<file path="src/hw/rtl/bdlp_pkg.sv">
// Package for the button debouncer: register codes, reset values, shared types.
package bdlp_pkg;

  localparam int unsigned TimeWidthDefault = 32;
  localparam int unsigned NowWidth         = 32;
  localparam int unsigned DebWidth         = 16;
  localparam int unsigned LongWidth        = 32;
  localparam int unsigned CfgDataWidth     = 32;
  localparam int unsigned CfgIdxWidth      = 2;

  localparam logic [DebWidth-1:0]  DebounceReset  = DebWidth'(5);
  localparam logic [LongWidth-1:0] LongPressReset = '0;

  typedef enum logic [CfgIdxWidth-1:0] {
    CfgDebounce  = 2'd0,
    CfgLongTicks = 2'd1,
    CfgPressEn   = 2'd2,
    CfgLongEn    = 2'd3
  } cfg_idx_e;

  typedef struct packed {
    logic [DebWidth-1:0]  debounce_ticks;
    logic [LongWidth-1:0] long_press_ticks;
    logic                 press_enable;
    logic                 long_press_enable;
  } cfg_t;

  typedef struct packed {
    logic short_press;
    logic long_press;
    logic held;
  } res_t;

endpackage

</file>
<file path="src/hw/rtl/bdlp_core.sv">
// Debounce state and per-sample press/release decision logic.
module bdlp_core import bdlp_pkg::*; #(
  parameter int unsigned TIME_WIDTH = TimeWidthDefault
) (
  input  logic                clk_i,
  input  logic                rst_ni,
  input  logic                step_i,
  input  logic                level_i,
  input  logic [NowWidth-1:0] now_i,
  input  cfg_t                cfg_i,
  output res_t                res_o
);

  // compare width covers the elapsed time and both thresholds
  localparam int unsigned CmpW = (TIME_WIDTH > LongWidth) ? TIME_WIDTH : LongWidth;

  logic                  prev_level_q, prev_level_d;
  logic [TIME_WIDTH-1:0] fall_time_q, fall_time_d;
  logic [TIME_WIDTH-1:0] press_time_q, press_time_d;
  logic [TIME_WIDTH-1:0] rise_time_q, rise_time_d;
  logic                  pending_q, pending_d;
  logic                  pressed_q, pressed_d;
  logic                  long_sent_q, long_sent_d;

  logic [CmpW-1:0]       now_ext;
  logic [TIME_WIDTH-1:0] now_t;
  logic                  falling, rising;
  logic [TIME_WIDTH-1:0] el_fall, el_press, el_rise;
  logic [CmpW-1:0]       deb_ext, long_ext;
  logic                  accept, pressed_mid, long_mid, long_ev, release_ev;
  logic [TIME_WIDTH-1:0] press_mid;

  assign now_ext = CmpW'(now_i);
  assign now_t   = now_ext[TIME_WIDTH-1:0];
  assign deb_ext  = CmpW'(cfg_i.debounce_ticks);
  assign long_ext = CmpW'(cfg_i.long_press_ticks);

  assign falling = prev_level_q && !level_i;
  assign rising  = !prev_level_q && level_i;

  always_comb begin
    fall_time_d = falling ? now_t : fall_time_q;
    rise_time_d = rising ? now_t : rise_time_q;
    pending_d   = rising ? 1'b1 : (falling ? 1'b0 : pending_q);

    el_fall  = now_t - fall_time_d;
    el_press = now_t - press_time_q;
    accept   = !level_i && !pressed_q && (CmpW'(el_fall) >= deb_ext) &&
               (CmpW'(el_press) > deb_ext);

    pressed_mid = pressed_q || accept;
    press_mid   = accept ? now_t : press_time_q;
    long_mid    = accept ? 1'b0 : long_sent_q;

    long_ev = pressed_mid && !level_i && !long_mid && (long_ext != '0) &&
              cfg_i.long_press_enable && (CmpW'(TIME_WIDTH'(now_t - press_mid)) >= long_ext);

    el_rise    = now_t - rise_time_d;
    release_ev = level_i && pressed_mid && pending_d && (CmpW'(el_rise) >= deb_ext);

    press_time_d = press_mid;
    pressed_d    = pressed_mid && !release_ev;
    long_sent_d  = (long_mid || long_ev) && !release_ev;
    if (release_ev) begin
      pending_d = 1'b0;
    end
    prev_level_d = level_i;

    res_o.short_press = release_ev && !long_mid && cfg_i.press_enable;
    res_o.long_press  = long_ev;
    res_o.held        = pressed_d;
  end

  always_ff @(posedge clk_i or negedge rst_ni) begin
    if (!rst_ni) begin
      prev_level_q <= 1'b1;
      fall_time_q  <= '0;
      press_time_q <= '0;
      rise_time_q  <= '0;
      pending_q    <= 1'b0;
      pressed_q    <= 1'b0;
      long_sent_q  <= 1'b0;
    end else if (step_i) begin
      prev_level_q <= prev_level_d;
      fall_time_q  <= fall_time_d;
      press_time_q <= press_time_d;
      rise_time_q  <= rise_time_d;
      pending_q    <= pending_d;
      pressed_q    <= pressed_d;
      long_sent_q  <= long_sent_d;
    end
  end

endmodule

</file>
<file path="src/hw/rtl/button_debounce_long_press.sv">
// Top level of the debounced active-low button with short and long press events.
//
// Usage:
//   Input channel (in_valid_i/in_ready_o) carries one beat per pin sample:
//   level_i (0 = pressed) and now_i, the free-running tick time of the sample.
//   Output channel (out_valid_o/out_ready_i) returns exactly one beat per input
//   beat, in order: short_press_o, long_press_o and the debounced held_o.
//   The result beat passes two registers: the accepting edge puts the
//   sample in the input register, and the decision against the debounce state
//   is captured in the output register once that register is free or drains.
//   Throughput is one beat per cycle while the receiver keeps out_ready_i high,
//   set by the combinational subtract-and-compare path in bdlp_core.
//   When the receiver stalls, the output register holds its beat and the input
//   register takes one more; in_ready_o drops only when both are full.
//   Reset clears both stages and the state to "released, nothing pending";
//   registers return to debounce 5, long press 0 (off), both enables off.
//   Config writes (cfg_we_i) take effect at once and should only happen while
//   no beat is in flight.
module button_debounce_long_press import bdlp_pkg::*; #(
  parameter int unsigned TIME_WIDTH = TimeWidthDefault
) (
  input  logic                    clk_i,
  input  logic                    rst_ni,
  input  logic                    in_valid_i,
  output logic                    in_ready_o,
  input  logic                    level_i,
  input  logic [NowWidth-1:0]     now_i,
  output logic                    out_valid_o,
  input  logic                    out_ready_i,
  output logic                    short_press_o,
  output logic                    long_press_o,
  output logic                    held_o,
  input  logic                    cfg_we_i,
  input  logic [CfgIdxWidth-1:0]  cfg_index_i,
  input  logic [CfgDataWidth-1:0] cfg_wdata_i
);

  cfg_t cfg_q;

  // input stage
  logic                in_v_q;
  logic                in_level_q;
  logic [NowWidth-1:0] in_now_q;

  // output stage
  logic out_v_q;
  res_t out_q;
  res_t res;
  logic advance;

  // stage 1 moves into the output register when that register is free or drains
  assign advance    = in_v_q && (!out_v_q || out_ready_i);
  assign in_ready_o = !in_v_q || advance;

  // configuration registers
  always_ff @(posedge clk_i or negedge rst_ni) begin
    if (!rst_ni) begin
      cfg_q.debounce_ticks    <= DebounceReset;
      cfg_q.long_press_ticks  <= LongPressReset;
      cfg_q.press_enable      <= 1'b0;
      cfg_q.long_press_enable <= 1'b0;
    end else if (cfg_we_i) begin
      unique case (cfg_idx_e'(cfg_index_i))
        CfgDebounce:  cfg_q.debounce_ticks    <= cfg_wdata_i[DebWidth-1:0];
        CfgLongTicks: cfg_q.long_press_ticks  <= cfg_wdata_i[LongWidth-1:0];
        CfgPressEn:   cfg_q.press_enable      <= cfg_wdata_i[0];
        CfgLongEn:    cfg_q.long_press_enable <= cfg_wdata_i[0];
        default: ;
      endcase
    end
  end

  always_ff @(posedge clk_i or negedge rst_ni) begin
    if (!rst_ni) begin
      in_v_q <= 1'b0;
    end else if (in_ready_o) begin
      in_v_q <= in_valid_i;
    end
  end

  always_ff @(posedge clk_i) begin
    if (in_valid_i && in_ready_o) begin
      in_level_q <= level_i;
      in_now_q   <= now_i;
    end
  end

  bdlp_core #(
    .TIME_WIDTH(TIME_WIDTH)
  ) u_core (
    .clk_i  (clk_i),
    .rst_ni (rst_ni),
    .step_i (advance),
    .level_i(in_level_q),
    .now_i  (in_now_q),
    .cfg_i  (cfg_q),
    .res_o  (res)
  );

  always_ff @(posedge clk_i or negedge rst_ni) begin
    if (!rst_ni) begin
      out_v_q <= 1'b0;
    end else if (!out_v_q || out_ready_i) begin
      out_v_q <= in_v_q;
    end
  end

  always_ff @(posedge clk_i) begin
    if (advance) begin
      out_q <= res;
    end
  end

  assign out_valid_o   = out_v_q;
  assign short_press_o = out_q.short_press;
  assign long_press_o  = out_q.long_press;
  assign held_o        = out_q.held;

  // a release needs a high sample, a long press a low one
  a_no_double_event: assert property (@(posedge clk_i) disable iff (!rst_ni)
    out_v_q |-> !(out_q.short_press && out_q.long_press))
    else $error("short and long press in the same beat");

  a_short_clears_held: assert property (@(posedge clk_i) disable iff (!rst_ni)
    (out_v_q && out_q.short_press) |-> !out_q.held)
    else $error("short press while still held");

  a_long_keeps_held: assert property (@(posedge clk_i) disable iff (!rst_ni)
    (out_v_q && out_q.long_press) |-> out_q.held)
    else $error("long press without held");

  a_stall_only_when_full: assert property (@(posedge clk_i) disable iff (!rst_ni)
    !in_ready_o |-> (in_v_q && out_v_q && !out_ready_i))
    else $error("input stalled with room in the pipe");

endmodule
</file>
<file path="config.mk">
export PLATFORM = sky130hd
export DESIGN_NAME = button_debounce_long_press
export DESIGN_NICKNAME = d
export VERILOG_FILES = /design/src/hw/rtl/bdlp_pkg.sv /design/src/hw/rtl/bdlp_core.sv /design/src/hw/rtl/button_debounce_long_press.sv
export SDC_FILE = /design/constraint.sdc
export NUM_CORES = 1
export LEC_CHECK = 0
export BUFFER_PORTS_ARGS = -buffer_cell sky130_fd_sc_hd__buf_2
export CAP_MARGIN = 20
export CORE_MARGIN = 2
export CORE_UTILIZATION = 60
export CTS_CLUSTER_DIAMETER = 120
export DETAILED_ROUTE_END_ITERATION = 10
export MAX_ROUTING_LAYER = met4
export PLACE_DENSITY = 0.86
export SYNTH_ARGS = -nofsm -noshare
export SYNTH_HDL_FRONTEND = slang
export SYNTH_SLANG_ARGS = --single-unit
</file>
<file path="constraint.sdc">
create_clock -name clk_i -period 14.5 [get_ports clk_i]
set_clock_uncertainty 0.05 [all_clocks]
set_input_delay 0.725 -clock clk_i [delete_from_list [all_inputs] [get_ports clk_i]]
set_output_delay 0.725 -clock clk_i [all_outputs]
set_load 0.02 [all_outputs]
</file>
==> results_dict.tcl, run 1 <==
set metrics [dict create \
    status "completed" \
    finalSetupTns_ps 0 \
    seqCellArea_um2 4890 \
    drc 0 \
    ios 77 \
    syn-num-nets 2217 \
    clk_pin_slew_worst_paths_ps 80 \
    ant_nets 0 \
    cts_setup_buffers 0 \
    synth_area_um2 17000 \
    cts_num_sinks 188 \
    p_total_mw 3.82 \
    cts_max_level 4 \
    ys.flop_type "dfrtp_1" \
    die_w_um 172 \
    grt_pass1_wl_mm 76.5 \
    multiInputGateArea_um2 11400 \
    antenna_found_initial 0 \
    area_growth_pct 7.81 \
    rsz0062_at_grt "false" \
    wl_mm 47.8 \
    clock_path_buffers 2 \
    vias 15200 \
    wl_per_cell_um 20.1 \
    synth_cell_types 80 \
    crit_fanout 49 \
    cts_hold_buf 0 \
    grt_pass1_vias 14800 \
    design.die.area_um2 29700 \
    layout-drive-gt1-share_pct 12.0 \
    crit_arrival_ps 11450 \
    cp_slowest_stage_delay_ps 660 \
    final_nets 2254 \
    synth_warnings 0 \
    min_period_ps 11160 \
    drt-initial-drc-count 1543 \
    ys_ff_latch 188 \
    port_buffers 76 \
    worstSetupPathType "flip-flop to flip-flop" \
    n_antenna_cell 0 \
    syn_inst 1948 \
    synth_edf_count 36 \
    p_per_area_nw_per_um2 208 \
    num-fill-cells 2272 \
    gr-total-overflow 0 \
    coreArea_um2 27900 \
    finalHoldViolCount 0 \
    synth-seq-area-share_pct 28.7 \
    async_reset_ff_share_pct 80.9 \
    syn_area_per_cell_um2 8.73 \
    drtPass1Iterations 6 \
    start_kind "flip-flop" \
    required_ps 14790 \
    finalMaxSlewViolations 0 \
    cts_inserted_buffers 17 \
    rows 61 \
    cts-root-buf "clkbuf_16" \
    max_slew_margin_pct 28.3 \
    cts_tree "done" \
    clkLatencyLatePin_ps 470 \
    crit_slowest_cell "a2111oi_1" \
    post_cts_resize_count 0 \
    gp_congestion 0.986 \
    clock.fmax_mhz 89.6 \
    initial_core_util_pct 61.1 \
    finalSetupViolations 0 \
    grt_max_degree 83 \
    end_kind "flip-flop" \
    peakVddDrop_v 0.000124 \
    hp-class "input port to async pin" \
    max_cap_viol_count 0 \
    worst_pin_slew_ps 1080 \
    period_share_pct 77.0 \
    dpl.hpwl_mm 36.3 \
    power.leakage_nw 8.42 \
    grtUsageTotal_pct 34.0 \
    viasPerCell 6.39 \
    die_y_um 172 \
    crit_path_start "in_now_q[4]" \
    timing.rr.start "in_now_q[4]" \
]
synthesized netlist by cell type, drive strengths merged (7+ instances only):
cell,number,share of area [%]
ha,194,14
a21oi,171,5.0
nand2,166,3.7
dfrtp,149,22
o21ai,148,4.4
inv,139,3.1
nor2,106,2.3
mux2,89,5.9
mux2i,78,4.6
xnor2,61,3.1
a21o,54,2.4
clkbuf,51,1.1
nand2b,44,1.6
nand3,41,1.2
edfxtp,36,6.4
nor2b,35,1.3
nand4,32,1.2
xor2,31,1.6
o21bai,25,1.1
nor3,24,0.71
o211ai,20,0.94
nor4,19,0.70
buf,18,0.47
o21a,17,0.75
a211oi,16,0.71
a31oi,12,0.44
nor3b,10,0.44
and2,9,0.33
or3,9,0.33
maj3,8,0.47
nand3b,8,0.35
o2111ai,8,0.41
o221ai,8,0.41
o31ai,8,0.35
a221oi,7,0.36
and3,7,0.26
worst max-delay path, delay by kind of cell (launching register included):
family,cells,cell delay [ps]
xor+xnor,2,330
compound gates,28,4920
flops,1,530
simple gates,14,2960
mux,1,370
buf+inv,1,580
fa+ha+maj,4,1310
flip-flops by register name, indices dropped and copies added (netlist names):
name,cells
out_valid_o,1
cfg_q,50
u_core.rise_time_q,32
in_level_q,1
long_press_o,1
u_core.pressed_q,1
held_o,1
in_v_q,1
u_core.prev_level_q,1
in_now_q,32
u_core.pending_q,1
short_press_o,1
u_core.long_sent_q,1
u_core.press_time_q,32
u_core.fall_time_q,32
path summary, 6_finish.rpt:
check                                             end  slack [ps]  cells after the start
max in group asynchronous         u_core.prev_level_q       13050                      3
min in group clk_i                       in_now_q[18]         380                      1
worst max register to register     u_core.long_sent_q        3340                     50
worst min register to register  u_core.rise_time_q[0]         440                      2
worst min-delay path            u_core.fall_time_q[3]         220                      1
worst max-delay path               u_core.long_sent_q        3340                     50
cells by family after synthesis:
logic type / count (synthesis) / share of synthesized area, %
compound gates: 560 / 21.1
xor+xnor: 92 / 4.74
fa+ha+maj: 205 / 15.1
buf+inv: 209 / 4.69
flops: 188 / 28.7
mux: 167 / 10.5
simple gates: 527 / 15.2
cells in the final DEF, fill, tap and decap left out, types with 54 or more instances in the layout:
cell type	netlist	final
ha_1	194	194
a21oi_1	171	171
nand2_1	166	164
dfrtp_1	149	149
o21ai_0	145	145
inv_1	139	139
nor2_1	106	106
mux2_2	89	89
mux2i_1	78	78
buf_2	7	75
xnor2_1	61	61
a21o_1	54	54
power by group:
part,switching (mW),internal [mW]
registers,0.132,0.685
clock network,0.253,0.236
logic,1.46,1.06
total,1.84,1.98
routing by layer:
layer | global-route usage, % | up-vias | part of all wire, %
met1 | 44.8 | 7310 | 45
li1 | - | 7195 | -
met2 | 53.4 | 565 | 46
met5 | - | - | 0
met4 | 12.0 | 0 | 3.1
met3 | 5.29 | 105 | 6.2
layout make-up:
type | count | share of cell area [%]
sequential | 188 | 26.7
timing repair buffer | 87 | 2.67
clock buffer | 17 | 2.32
multi-input combinational | 1551 | 61.9
clock inverter | 15 | 1.00
tap | 378 | 2.58
inverter | 140 | 2.87
stage by stage:
step	std cells	util, %	instance area, um^2	hold slack [ps]	setup slack [ps]
2_1_floorplan	1948	-	17000	379	4700
4_1_cts	2375	65.7	18300	248	3440
5_1_grt	2376	65.8	18300	271	2330
3_5_place_dp	2343	63.5	17700	417	3480
3_3_place_gp	2343	63.5	17700	409	3990
6_report	2376	65.8	18300	222	3340
Note: power is estimated with default switching activity, not from simulation.
==> run 2, diff against run 1 <==
ABC_AREA = 1   (was not set)
CORE_UTILIZATION = 58   (was 60)
PLACE_DENSITY = 0.87   (was 0.86)
clock period = 10 ns   (was 14.5 ns; I/O delays follow)
==> results_dict.tcl, run 2 <==
set metrics [dict create \
    status "completed" \
    yosysTopAreaCellShare_pct 21.6 \
    syn_inst 2522 \
    cts_inserted_buffers 17 \
    netlist_top_cells_area "dfrtp_1, nand2_1, ha_1" \
    cp_slowest_stage_delay_ps 490 \
    gr-total-overflow 0 \
    largest_register_ffs 50 \
    synth_edf_count 36 \
    area_growth_pct 7.70 \
    peakVddDrop_v 0.000154 \
    coreArea_um2 29500 \
    path_depth 53 \
    final_common_cell "nand2_1" \
    finalHoldViolCount 0 \
    required_ps 10290 \
    finalSetupViolations 0 \
    drtPass1Iterations 8 \
    syn-num-nets 2791 \
    synth-seq-area-share_pct 28.3 \
    drc 0 \
    dpl.hpwl_mm 43.1 \
    viasPerCell 5.80 \
    vias 17300 \
    grt_pass1_wl_mm 83.9 \
    cts-root-buf "clkbuf_16" \
    clock_path_buffers 2 \
    syn_area_per_cell_um2 6.85 \
    synth_area_um2 17300 \
    synth.most_common_cell "nand2_1" \
    layout-drive-gt1-share_pct 6.95 \
    design.die.area_um2 31200 \
    rsz0062_at_grt "false" \
    cts_setup_buffers 0 \
    largest-register "cfg_q" \
    cts_tree "done" \
    synth_warnings 0 \
    p_total_mw 6.22 \
    finalMaxSlewViolations 0 \
    crit_path_start "in_level_q" \
    synth_cell_types 53 \
    synth_commonest_cells "nand2_1, inv_1, o21ai_0" \
    worst_pin_slew_ps 1040 \
    wl_per_cell_um 17.9 \
    ant_nets 0 \
    clock.fmax_mhz 116 \
    port_buffers 76 \
    grtUsageTotal_pct 35.4 \
    initial_core_util_pct 58.6 \
    power.leakage_nw 9.45 \
    cts_max_level 4 \
    p_per_area_nw_per_um2 334 \
    max_cap_viol_count 0 \
    grt_max_degree 83 \
    r2r-end "u_core.long_sent_q" \
    crit_family "simple AND/OR/NAND/NOR gates" \
    final_nets 2845 \
    crit_arrival_ps 8950 \
    end_kind "flip-flop" \
    hp-class "input port to async pin" \
    ios 77 \
    start_kind "flip-flop" \
    endpoint "u_core.long_sent_q" \
    grt_pass1_vias 16900 \
    rows 63 \
    timing.rr.start "in_level_q" \
    yosysTopAreaCell "dfrtp_1" \
    critPathBufInv 4 \
    layout_common_cells "nand2_1, inv_1, o21ai_0, a21oi_1, ha_1" \
    wl_mm 53.4 \
    crit_fanout 47 \
    gp_congestion 0.989 \
    cts_hold_buf 0 \
    crit_top_cell "nand2_1" \
    r2r_setup_slack_ps 1350 \
    cts_num_sinks 188 \
    crit_slowest_cell "edfxtp_1" \
    reg2regPathDepth 53 \
    die_y_um 177 \
    clk_pin_slew_worst_paths_ps 70 \
    n_antenna_cell 0 \
    async_reset_ff_share_pct 80.9 \
    drt-initial-drc-count 1497 \
    antenna_found_initial 0 \
    min_period_ps 8650 \
    worstSetupPathType "flip-flop to flip-flop" \
    ys_ff_latch 188 \
    post_cts_resize_count 0 \
    ys.flop_type "dfrtp_1" \
    die_w_um 177 \
    max_slew_margin_pct 30.5 \
    period_share_pct 86.5 \
    finalSetupTns_ps 0 \
    clkLatencyLatePin_ps 450 \
]
[run 2: cell types whose count changed after synthesis, sizes merged, moves of 78 or more]
cell / change
nand2: +522
nor2: +97
mux2: -89
inv: +201
mux2i: -78
o21ai: +150
[run 2: logic make-up (layout without fill, tap and decap cells)]
family	after synthesis	count (layout)	share of synthesized area [%]
and+or+nand+nor	1096	1096	26.8
AOI/OAI and AO/OA	570	570	17.6
buffers and inverters	390	457	8.69
DFF	188	188	28.3
xor gates and xnor gates	81	81	4.11
adders and majority gates	197	197	14.4
[run 2: routing by layer]
metal	part of all wire (%)	global-route usage [%]	vias up
met2	47	58.4	686
met1	43	43.8	7999
li1	-	-	8461
met5	0	-	-
met4	4.0	15.1	0
met3	6.4	4.59	143
[run 2: worst min path at each step]
stage / slack [ps] / start / to / depth (start not counted)
2_1_floorplan: 150 / rst_ni / cfg_q[0] / 0
3_3_place_gp: 410 / u_core.fall_time_q[21] / u_core.fall_time_q[21] / 2
3_5_place_dp: 420 / u_core.fall_time_q[16] / u_core.fall_time_q[16] / 2
4_1_cts: 70 / rst_ni / cfg_q[43] / 1
5_1_grt: 100 / rst_ni / cfg_q[3] / 1
6_report: 50 / rst_ni / cfg_q[4] / 1
[run 2: area by class of cell]
cell class,count,area (um^2)
clock inverters,13,134
well taps,390,488
flip-flops and latches,188,4890
fillers,2760,10900
repair buffers,85,474
inverters,340,1280
clock buffers,19,443
multi-input cells,1944,10900
[run 2: power breakdown]
| part | internal [mW] | switching (mW) |
|---|---|---|
| Combinational | 1.57 | 2.77 |
| Clock | 0.357 | 0.333 |
| Sequential | 1.03 | 0.164 |
| Total | 2.95 | 3.27 |
[run 2: metrics by stage]
step,utilization [%],cell area [um^2],worst slack (ps),hold slack [ps],cells
after floorplan,-,17300,2560,154,2522
after global placement,61.0,18000,2010,411,2946
after detailed placement,61.0,18000,1610,419,2946
after CTS,63.0,18600,1510,68.9,2978
after global routing,63.1,18600,627,95.4,2979
final,63.1,18600,1350,49.7,2979
==> run 3, diff against run 2 <==
CORE_UTILIZATION = 60   (was 58)
PLACE_DENSITY = 0.86   (was 0.87)
clock period = 9.18 ns   (was 10 ns; I/O delays follow)
==> results_dict.tcl, run 3 (synthesis gave the netlist of run 2 again) <==
set metrics [dict create \
    min_period_ps 8580 \
    cts_max_level 4 \
    end_kind "flip-flop" \
    dpl.hpwl_mm 43.7 \
    wl_mm 53.5 \
    wl_met1_mm 22.6 \
    finalMaxSlewViolations 0 \
    worst_pin_slew_ps 829 \
    crit_top_cell "nand2_1" \
    worstSetupPathType "flip-flop to flip-flop" \
    cts_tree "done" \
    drc 0 \
    cts-root-buf "clkbuf_16" \
    grtUsageTotal_pct 36.7 \
    period_share_pct 93.5 \
    finalHoldViolCount 0 \
    met2WireLength_mm 25.4 \
    hp-class "input port to async pin" \
    endpoint "u_core.long_sent_q" \
    r2r_setup_slack_ps 600 \
    p_per_area_nw_per_um2 364 \
    vias 17300 \
    drtPass1Iterations 5 \
    max_cap_viol_count 0 \
    final_nets 2855 \
    crit_arrival_ps 8930 \
    clock.fmax_mhz 117 \
    crit_fanout 31 \
    gp_congestion 1.02 \
    utilization_pct 65.5 \
    p_total_mw 6.81 \
    preCtsSetupSlack_ps 528 \
    clkLatencyLatePin_ps 460 \
    setup_slack_ps 599 \
    crit_slowest_cell "edfxtp_1" \
    power_frac_seq_pct 19.0 \
    viasPerCell 5.80 \
    required_ps 9530 \
    grt_pass1_wl_mm 84.6 \
    rows 62 \
    die_w_um 174 \
    layout-drive-gt1-share_pct 7.31 \
    clk_pin_slew_worst_paths_ps 70 \
    ios 77 \
    initial_core_util_pct 60.5 \
    die_y_um 174 \
    finalSetupViolations 0 \
    status "completed" \
    design.die.area_um2 30100 \
    switching_share_pct 52.4 \
    antenna_found_initial 1 \
    p_switching_mw 3.57 \
    peakVddDrop_v 0.000178 \
    start_kind "flip-flop" \
    crit_path_start "in_level_q" \
    internal-power_mw 3.24 \
    dr_wl_met3_mm 3.43 \
    cts_num_sinks 188 \
    ant_nets 0 \
    grt_pass1_vias 16700 \
    fin_cells 2984 \
    reg2regPathDepth 51 \
    max_slew_margin_pct 44.2 \
    cts_inserted_buffers 17 \
    wl_per_cell_um 17.9 \
    final_common_cell "nand2_1" \
    p_clk_share_pct 11.2 \
    port_buffers 76 \
    largest_register_ffs 50 \
    clock_path_buffers 2 \
    power.leakage_nw 9.50 \
    maxUsedRoutingLayer "met4" \
    layout_common_cells "nand2_1, inv_1, o21ai_0, a21oi_1, ha_1" \
    gr-total-overflow 0 \
    r2r-end "u_core.long_sent_q" \
    coreArea_um2 28500 \
    cp_slowest_stage_delay_ps 430 \
    drt-initial-drc-count 1658 \
    place_inst 2946 \
    grt_max_degree 90 \
    area_growth_pct 8.34 \
    p_comb_share_pct 69.7 \
    timing.rr.start "in_level_q" \
    largest-register "cfg_q" \
]
## run 3: worst min-delay path by stage
stage,startpoint,end,cells past startpoint
3_5_place_dp,u_core.fall_time_q[21],u_core.fall_time_q[21],2
3_3_place_gp,u_core.rise_time_q[9],u_core.rise_time_q[9],2
5_1_grt,rst_ni,cfg_q[5],1
4_1_cts,rst_ni,cfg_q[3],1
2_1_floorplan,rst_ni,cfg_q[0],0
6_report,rst_ni,cfg_q[5],1
## run 3: per-layer routing
| metal | vias up | GRT usage (%) |
|---|---|---|
| met2 | 654 | 60.7 |
| met1 | 8040 | 45.6 |
| met3 | 132 | 5.04 |
| met5 | - | - |
| li1 | 8477 | - |
| met4 | 0 | 14.4 |
## run 3: area by class of cell
class | instances | area [um^2]
fillers | 2627 | 9840
clock inverters | 10 | 100
flip-flops and latches | 188 | 4890
diodes | 1 | 2.50
inverters | 340 | 1280
well taps | 384 | 480
multi-input cells | 1944 | 10900
clock buffers | 22 | 497
repair buffers | 95 | 557
## run 3: repair_timing
action,in CTS,in global routing
endpoints found under the setup margin,0,2
hold buffers,0,0
setup buffers,0,3
gates resized for setup,0,3
## run 3: critical path: cells and delay by family (launching register included)
family / cells / cell delay, ps
simple gates: 29 / 3470
xor+xnor: 2 / 310
buf+inv: 3 / 550
compound gates: 13 / 2470
fa+ha+maj: 4 / 1230
flops: 1 / 430
## run 3: stage by stage
step,hold slack [ps],instance area [um^2],setup TNS (ps)
finish,16.5,18700,0
global route,89.2,18700,-12.3
CTS,47.3,18600,0
detailed placement,418,18000,0
global placement,412,18000,0
floorplan,113,17300,0
## run 3: power by group through the flow
stage	clock network [mW]	logic, mW	registers (mW)
after floorplan	0	3.51	1.25
after global placement	0	4.49	1.28
after detailed placement	0	4.64	1.30
after CTS	0.771	4.67	1.29
after global routing	0.805	5.36	1.33
final	0.766	4.75	1.30
